`src/rtl/assert_macros.svh`:
```
// ----------------------------------------------------------------------------
// assert_macros.svh
// concurrent assertion helpers clocked on clk_i, disabled during reset
// ----------------------------------------------------------------------------
`ifndef ASSERT_MACROS_SVH
`define ASSERT_MACROS_SVH

// property must hold at every edge out of reset
`define ASSERT_ALWAYS(lbl, prop, msg) \
  lbl: assert property (@(posedge clk_i) disable iff (!rst_ni) (prop)) else $error(msg);

// consequent must hold in the cycle after the antecedent
`define ASSERT_NEXT(lbl, ante, cons, msg) \
  lbl: assert property (@(posedge clk_i) disable iff (!rst_ni) (ante) |=> (cons)) \
    else $error(msg);

`endif

```
`src/rtl/uart_tx_pkg.sv`:
```
// ----------------------------------------------------------------------------
// uart_tx_pkg
// constants and types used by the uart transmitter
// ----------------------------------------------------------------------------
package uart_tx_pkg;

  localparam int FifoDepth = 64;
  localparam int PtrW      = $clog2(FifoDepth);
  localparam int CntW      = $clog2(FifoDepth + 1);
  localparam int DataBits  = 8;
  localparam int BitIdxW   = 4;
  localparam int SpaceW    = 7;

  typedef enum logic {
    OpTick = 1'b0,
    OpPush = 1'b1
  } op_e;

  typedef enum logic [2:0] {
    PhIdle = 3'b001,
    PhData = 3'b010,
    PhStop = 3'b100
  } phase_e;

endpackage

```
`src/rtl/uart_tx_in_if.sv`:
```
// ----------------------------------------------------------------------------
// uart_tx_in_if
// item channel into the transmitter: bit tick or byte push
// ----------------------------------------------------------------------------
interface uart_tx_in_if;
  logic       valid;
  logic       ready;
  logic       opcode;
  logic [7:0] data_byte;

  modport source (output valid, output opcode, output data_byte, input ready);
  modport sink (input valid, input opcode, input data_byte, output ready);
endinterface

```
`src/rtl/uart_tx_out_if.sv`:
```
// ----------------------------------------------------------------------------
// uart_tx_out_if
// result channel out of the transmitter: line level and fifo status
// ----------------------------------------------------------------------------
interface uart_tx_out_if;
  logic       valid;
  logic       ready;
  logic       line_level;
  logic       push_accepted;
  logic       idle;
  logic [6:0] space_remaining;

  modport source (output valid, output line_level, output push_accepted,
                  output idle, output space_remaining, input ready);
  modport sink (input valid, input line_level, input push_accepted,
                input idle, input space_remaining, output ready);
endinterface

```
`src/rtl/uart_tx_cfg_if.sv`:
```
// ----------------------------------------------------------------------------
// uart_tx_cfg_if
// configuration write channel carrying the enable register
// ----------------------------------------------------------------------------
interface uart_tx_cfg_if;
  logic valid;
  logic ready;
  logic enabled;

  modport source (output valid, output enabled, input ready);
  modport sink (input valid, input enabled, output ready);
endinterface

```
`src/rtl/uart_tx_with_fifo.sv`:
```
// ----------------------------------------------------------------------------
// uart_tx_with_fifo
// 8n1 serial transmitter fed by a byte fifo, advanced by bit ticks
// ----------------------------------------------------------------------------
// Usage:
//   in_i carries items: opcode tick advances the serial frame by one bit,
//   opcode push stores data_byte in the 64-entry fifo while enabled.
//   out_o returns exactly one result per item: line level, push status,
//   idle flag and free fifo entries after that item.
//   cfg_i writes the enable bit; it is always ready.
// Timing and throughput:
//   a result is registered and appears in the cycle after its item transfer;
//   one item per cycle is taken as long as out_o is drained. The fifo is a
//   single synchronous ram (one write port, one read port); a popped byte
//   lands in the ram read register in the cycle after the pop and is used
//   from there by the following tick.
// Reset:
//   line at mark, fifo empty, transmitter idle, pushes disabled. The ram
//   content is not cleared and needs no clearing pass.
// Stall:
//   while a result waits on out_o, in_i ready drops; a result taken in
//   the same cycle frees the register for the next item.
// ----------------------------------------------------------------------------
module uart_tx_with_fifo
  import uart_tx_pkg::*;
(
  input  logic          clk_i,
  input  logic          rst_ni,
  uart_tx_in_if.sink    in_i,
  uart_tx_out_if.source out_o,
  uart_tx_cfg_if.sink   cfg_i
);

  `include "assert_macros.svh"

  logic [7:0] mem_q [FifoDepth];
  logic [7:0] rd_data_q;

  logic               enabled_q;
  logic [PtrW-1:0]    rptr_q, rptr_d, wptr_q, wptr_d;
  logic [CntW-1:0]    fill_q, fill_d;
  phase_e             phase_q, phase_d;
  logic [7:0]         shift_q, shift_d;
  logic               pend_q, pend_d;
  logic [BitIdxW-1:0] bit_idx_q, bit_idx_d;
  logic               line_q, line_d;

  logic               out_valid_q;
  logic               out_line_q, out_acc_q, out_idle_q;
  logic [SpaceW-1:0]  out_space_q;

  logic              in_fire;
  logic              do_push, do_pop;
  logic [7:0]        eff_shift;
  logic [31:0]       space_full;

  assign in_i.ready  = !out_valid_q || out_o.ready;
  assign in_fire     = in_i.valid && in_i.ready;
  assign cfg_i.ready = 1'b1;

  // popped byte sits in the ram read register until the next item uses it
  assign eff_shift = pend_q ? rd_data_q : shift_q;

  always_comb begin
    rptr_d    = rptr_q;
    wptr_d    = wptr_q;
    fill_d    = fill_q;
    phase_d   = phase_q;
    shift_d   = shift_q;
    pend_d    = pend_q;
    bit_idx_d = bit_idx_q;
    line_d    = line_q;
    do_push   = 1'b0;
    do_pop    = 1'b0;
    if (in_fire) begin
      shift_d = eff_shift;
      pend_d  = 1'b0;
      if (op_e'(in_i.opcode) == OpPush) begin
        if (enabled_q && (fill_q < CntW'(FifoDepth))) begin
          do_push = 1'b1;
          wptr_d  = (wptr_q == PtrW'(FifoDepth - 1)) ? '0 : wptr_q + 1'b1;
          fill_d  = fill_q + 1'b1;
        end
      end else begin
        unique case (phase_q)
          PhIdle: begin
            if (fill_q != '0) begin
              do_pop    = 1'b1;
              pend_d    = 1'b1;
              line_d    = 1'b0;
              rptr_d    = (rptr_q == PtrW'(FifoDepth - 1)) ? '0 : rptr_q + 1'b1;
              fill_d    = fill_q - 1'b1;
              bit_idx_d = BitIdxW'(1);
              phase_d   = PhData;
            end
          end
          PhData: begin
            line_d = eff_shift[0];
            if (bit_idx_q >= BitIdxW'(DataBits)) begin
              phase_d = PhStop;
            end else begin
              bit_idx_d = bit_idx_q + 1'b1;
              shift_d   = eff_shift >> 1;
            end
          end
          PhStop: begin
            line_d  = 1'b1;
            phase_d = PhIdle;
          end
          default: begin
            phase_d = PhIdle;
          end
        endcase
      end
    end
  end

  assign space_full = 32'(FifoDepth) - 32'(fill_d);

  always_ff @(posedge clk_i) begin
    if (do_push) begin
      mem_q[wptr_q] <= in_i.data_byte;
    end
    if (do_pop) begin
      rd_data_q <= mem_q[rptr_q];
    end
  end

  always_ff @(posedge clk_i or negedge rst_ni) begin
    if (!rst_ni) begin
      enabled_q   <= 1'b0;
      rptr_q      <= '0;
      wptr_q      <= '0;
      fill_q      <= '0;
      phase_q     <= PhIdle;
      shift_q     <= '0;
      pend_q      <= 1'b0;
      bit_idx_q   <= '0;
      line_q      <= 1'b1;
      out_valid_q <= 1'b0;
    end else begin
      if (cfg_i.valid) begin
        enabled_q <= cfg_i.enabled;
      end
      rptr_q      <= rptr_d;
      wptr_q      <= wptr_d;
      fill_q      <= fill_d;
      phase_q     <= phase_d;
      shift_q     <= shift_d;
      pend_q      <= pend_d;
      bit_idx_q   <= bit_idx_d;
      line_q      <= line_d;
      out_valid_q <= in_fire || (out_valid_q && !out_o.ready);
    end
  end

  always_ff @(posedge clk_i) begin
    if (in_fire) begin
      out_line_q  <= line_d;
      out_acc_q   <= do_push;
      out_idle_q  <= (phase_d == PhIdle) && (fill_d == '0);
      out_space_q <= space_full[SpaceW-1:0];
    end
  end

  assign out_o.valid           = out_valid_q;
  assign out_o.line_level      = out_line_q;
  assign out_o.push_accepted   = out_acc_q;
  assign out_o.idle            = out_idle_q;
  assign out_o.space_remaining = out_space_q;

  `ASSERT_ALWAYS(a_fill_bound, fill_q <= CntW'(FifoDepth), "fifo fill above depth")
  `ASSERT_ALWAYS(a_pend_in_data, !pend_q || phase_q == PhData,
                 "pending read byte outside data phase")
  `ASSERT_NEXT(a_result_follows, in_fire, out_valid_q, "item transfer without result")
  `ASSERT_NEXT(a_pop_line_low, do_pop, !line_q && pend_q, "start bit missing after pop")

endmodule
```
`src/flat_wrapper.sv`:
```
// flat-port wrapper written by rule: the top's interface ports become plain ports
module uart_tx_with_fifo_flat import uart_tx_pkg::*;
  (clk_i, rst_ni, in_i_valid, in_i_opcode, in_i_data_byte, in_i_ready, out_o_valid, out_o_line_level, out_o_push_accepted, out_o_idle, out_o_space_remaining, out_o_ready, cfg_i_valid, cfg_i_enabled, cfg_i_ready);
  uart_tx_in_if in_i_i ();
  uart_tx_out_if out_o_i ();
  uart_tx_cfg_if cfg_i_i ();
  input  logic clk_i;
  input  logic rst_ni;
  input wire logic [$bits(in_i_i.valid)-1:0] in_i_valid;
  input wire logic [$bits(in_i_i.opcode)-1:0] in_i_opcode;
  input wire logic [$bits(in_i_i.data_byte)-1:0] in_i_data_byte;
  output wire logic [$bits(in_i_i.ready)-1:0] in_i_ready;
  output wire logic [$bits(out_o_i.valid)-1:0] out_o_valid;
  output wire logic [$bits(out_o_i.line_level)-1:0] out_o_line_level;
  output wire logic [$bits(out_o_i.push_accepted)-1:0] out_o_push_accepted;
  output wire logic [$bits(out_o_i.idle)-1:0] out_o_idle;
  output wire logic [$bits(out_o_i.space_remaining)-1:0] out_o_space_remaining;
  input wire logic [$bits(out_o_i.ready)-1:0] out_o_ready;
  input wire logic [$bits(cfg_i_i.valid)-1:0] cfg_i_valid;
  input wire logic [$bits(cfg_i_i.enabled)-1:0] cfg_i_enabled;
  output wire logic [$bits(cfg_i_i.ready)-1:0] cfg_i_ready;
  assign in_i_i.valid = in_i_valid;
  assign in_i_i.opcode = in_i_opcode;
  assign in_i_i.data_byte = in_i_data_byte;
  assign in_i_ready = in_i_i.ready;
  assign out_o_valid = out_o_i.valid;
  assign out_o_line_level = out_o_i.line_level;
  assign out_o_push_accepted = out_o_i.push_accepted;
  assign out_o_idle = out_o_i.idle;
  assign out_o_space_remaining = out_o_i.space_remaining;
  assign out_o_i.ready = out_o_ready;
  assign cfg_i_i.valid = cfg_i_valid;
  assign cfg_i_i.enabled = cfg_i_enabled;
  assign cfg_i_ready = cfg_i_i.ready;
  uart_tx_with_fifo u_core (.clk_i(clk_i), .rst_ni(rst_ni), .in_i(in_i_i), .out_o(out_o_i), .cfg_i(cfg_i_i));
endmodule
```
`config.mk`:
```
export PLATFORM = sky130hd
export DESIGN_NAME = uart_tx_with_fifo_flat
export DESIGN_NICKNAME = d
export VERILOG_FILES = /design/src/rtl/uart_tx_pkg.sv /design/src/rtl/uart_tx_in_if.sv /design/src/rtl/uart_tx_out_if.sv /design/src/rtl/uart_tx_cfg_if.sv /design/src/rtl/uart_tx_with_fifo.sv /design/src/flat_wrapper.sv
export VERILOG_INCLUDE_DIRS = /design/src /design/src/rtl
export SDC_FILE = /design/constraint.sdc
export NUM_CORES = 1
export LEC_CHECK = 0
export ABC_AREA = 1
export BUFFER_PORTS_ARGS = -buffer_cell sky130_fd_sc_hd__clkbuf_2
export CAP_MARGIN = 10
export CORE_MARGIN = 3
export CORE_UTILIZATION = 40
export CTS_CLUSTER_DIAMETER = 30
export DETAILED_ROUTE_END_ITERATION = 8
export PLACE_DENSITY = 0.66
export SETUP_SLACK_MARGIN = 0.1
export SLEW_MARGIN = 20
export SYNTH_ARGS = -nofsm -noshare
export SYNTH_HDL_FRONTEND = slang
export SYNTH_SLANG_ARGS = --single-unit
```
`constraint.sdc`:
```
create_clock -name clk_i -period 2.18 [get_ports clk_i]
set_clock_uncertainty 0.05 [all_clocks]
set_input_delay 0.109 -clock clk_i [delete_from_list [all_inputs] [get_ports clk_i]]
set_output_delay 0.109 -clock clk_i [all_outputs]
set_load 0.02 [all_outputs]
```
==> impl_metrics.tcl <==
set metrics [dict create \
    avgSynthCellArea_um2 12.2 \
    placed_cells 2772 \
    finalMaxSlewViolations 0 \
    finalCritPeriodShare_pct 102 \
    cts_buffer_depth 3 \
    cp_slowest_cell "dfrtp_4" \
    cts_sinks 568 \
    cts_htree_levels 3 \
    grt_overflow_total 0 \
    grt_max_degree 65 \
    die_h_um 248 \
    wirelength_um 62300 \
    grt_setup_unrepaired "yes" \
    drive_gt1_share_pct 23.6 \
    row_count 88 \
    cp_top_family "flip-flops" \
    ioPinCount 28 \
    layout_min_cycle_time_ps 2230 \
    final_common_cell "edfxtp_1" \
    clock-root-buffer "clkbuf_16" \
    worstSetupStartpointType "flop" \
    max_freq_mhz 448 \
    synth_cell_types 42 \
    grt_pass1_wl_um 94300 \
    area_growth_pct 30.4 \
    crit_buf_inv 3 \
    syn_inst 1922 \
    die_w_um 248 \
    finalSetupViolations 1 \
    worst_pin_slew_ps 852 \
    layout.nets 2178 \
    outcome "finished with violations" \
    vdd_ir_drop_max_v 0.00106 \
    clkTransAtPathRegs_ps 60 \
    crit_path_end_kind "flop" \
    grt_use_total_pct 20.1 \
    initial_core_util_pct 40.5 \
    cp_slowest_stage_delay_ps 570 \
    viasPerCell 5.48 \
    multi_input_area_mm2 0.00610 \
    io_buffers 26 \
    yosysWarningCount 0 \
    path_cells "buf_12 > buf_8 > nor2_4 > nor2_1 > o21ai_1 > o211ai_1 > o211ai_1 > buf_4 > nand4_1 > nand3_2 > nand2_1" \
    ys_ff_latch 568 \
    post-dp-hpwl_um 37100 \
    insertion_delay_ps 640 \
    violations "negative setup slack" \
    fin_setup_tns_ps -53.7 \
    hp-class "in -> reg" \
    placed_area_mm2 0.0258 \
    r2r_cells 11 \
    drv_cap 0 \
    diodes 0 \
    synth_area_mm2 0.0234 \
    place_congestion 0.867 \
    ant_nets 0 \
    dr.pass1.iters 6 \
    worstSetupPathType "reg -> reg" \
    stdcell_count 3014 \
    drc 0 \
    reg2reg_slack_ps -50 \
    hold_path.startpoint "in_i_data_byte[2]" \
    nFillCells 4679 \
    critPathArrivalTime_ps 2570 \
    yosysSeqAreaShare_pct 72.1 \
    cts_tree "built" \
    hold_viol 0 \
    grt_pass1_vias 16400 \
    whs_path_depth 1 \
    critPathRequiredTime_ps 2510 \
    die-area_mm2 0.0615 \
    routedWlPerCell_um 20.7 \
    synth_nets 1945 \
    path_max_fanout 7 \
    core_area_mm2 0.0578 \
    cp_common_cell "o211ai_1" \
    power_density_mw_per_mm2 1390 \
    first_iter_violations 1944 \
    antenna_found_initial 2 \
    num_vias 16500 \
    cts_buffers 107 \
    holdPathEnd "u_core.mem_q[9][2]" \
    rr_endpoint "u_core.rd_data_q[4]" \
    r2r_start "u_core.rptr_q[0]" \
    final_cell_mix "530 x edfxtp_1, 365 x nor2_1, 237 x o21ai_0" \
    fin_ws_ps -53.7 \
    stdcell_area_mm2 0.0305 \
    relSlewSlack_pct 43.0 \
    seq_area_mm2 0.0169 \
    total_leakage_power_nw 10.7 \
]
## through the flow
step | utilization [%] | power, mW | hold WS (ps) | setup slack, ps
2_1_floorplan | - | 19.5 | -237 | 6.60
3_3_place_gp | 44.5 | 23.4 | 66.8 | -123
3_5_place_dp | 44.5 | 23.6 | 65.0 | -149
4_1_cts | 52.2 | 42.0 | 16.6 | -5.22
5_1_grt | 52.8 | 44.1 | 51.8 | -119
6_report | 52.8 | 42.4 | 37.6 | -53.7
## repair_timing
| item | in CTS | in global routing |
|---|---|---|
| pin swaps | 45 | 28 |
| gates cloned | 2 | 1 |
| resized for setup | 62 | 70 |
| setup buffers | 12 | 10 |
| setup endpoints to repair | 460 | 316 |
| hold buffers | 15 | 0 |
| hold endpoints to repair | 431 | 0 |
## Yosys cell counts, drive strengths merged
master | n | area share (%)
o31ai | 1 | 0.032
nor4 | 2 | 0.053
dfstp | 2 | 0.22
a22o | 1 | 0.037
nand3 | 91 | 2.1
xor2 | 7 | 0.26
clkinv | 3 | 0.048
clkbuf | 52 | 0.83
edfxtp | 530 | 68
o211ai | 61 | 2.0
ha | 8 | 0.43
o221ai | 5 | 0.19
o22ai | 64 | 1.7
dfrtp | 36 | 3.8
conb | 1 | 0.016
nand2 | 169 | 2.8
o21ai | 291 | 6.3
a221oi | 1 | 0.037
a21oi | 24 | 0.56
or2 | 2 | 0.053
nor3 | 6 | 0.20
nand4 | 20 | 0.53
buf | 61 | 1.7
inv | 59 | 0.95
mux2i | 5 | 0.21
nor2 | 420 | 6.9
## routing by layer
metal	track usage [%]	share of wire, %	wire length, um	vias to the layer above
li1	-	-	-	7488
met4	7.02	2.8	1720	0
met1	27.1	42	25800	8200
met5	0	0	0	-
met2	32.3	48	29900	697
met3	4.30	7.7	4800	134
## report_power, final
| part | internal, mW | total, mW | switching [mW] | leakage (nW) |
|---|---|---|---|---|
| registers | 12.4 | 12.7 | 0.358 | 5.23 |
| clock network | 11.7 | 17.7 | 6.01 | 1.88 |
| logic | 4.29 | 11.9 | 7.66 | 3.63 |
| total | 28.3 | 42.4 | 14.0 | 10.7 |
## logic make-up after synthesis
logic type	synth area share (%)
adder cells (fa/ha/maj)	0.428
other	0.0160
buffers and inverters	3.55
multiplexers	0.214
AO/OA/AOI/OAI	10.8
AND/OR/NAND/NOR	12.7
flip-flops	72.0
XOR/XNOR	0.262
## cell type report
class	instances	share of cell area (%)
sequential	568	55.3
multi-input combinational	1179	20.0
clock buffer	116	9.09
timing repair buffer	237	7.90
clock inverter	87	3.81
tap	765	3.14
inverter	62	0.803
## how the worst max path moves through the flow
| stage | start | to | slack (ps) | cells after the start |
|---|---|---|---|---|
| 2_1_floorplan | u_core.out_o.valid | u_core.mem_q[10][0] | 7 | 7 |
| 3_3_place_gp | u_core.rptr_q[0] | u_core.rd_data_q[0] | -120 | 10 |
| 3_5_place_dp | u_core.rptr_q[0] | u_core.rd_data_q[0] | -150 | 10 |
| 4_1_cts | u_core.rptr_q[0] | u_core.rd_data_q[4] | -5 | 11 |
| 5_1_grt | u_core.rptr_q[0] | u_core.rd_data_q[3] | -120 | 10 |
| 6_report | u_core.rptr_q[0] | u_core.rd_data_q[4] | -50 | 11 |
## state kept, by name, indices dropped and copies added, names as in the netlist, 3 cells and up
name / flops
u_core.mem_q: 512
u_core.rd_data_q: 8
u_core.shift_q: 8
u_core.fill_q: 7
u_core.out_o.space_remaining: 7
u_core.rptr_q: 6
u_core.wptr_q: 6
u_core.bit_idx_q: 4
u_core.phase_q: 3
Power figures use the tool's default switching activity.
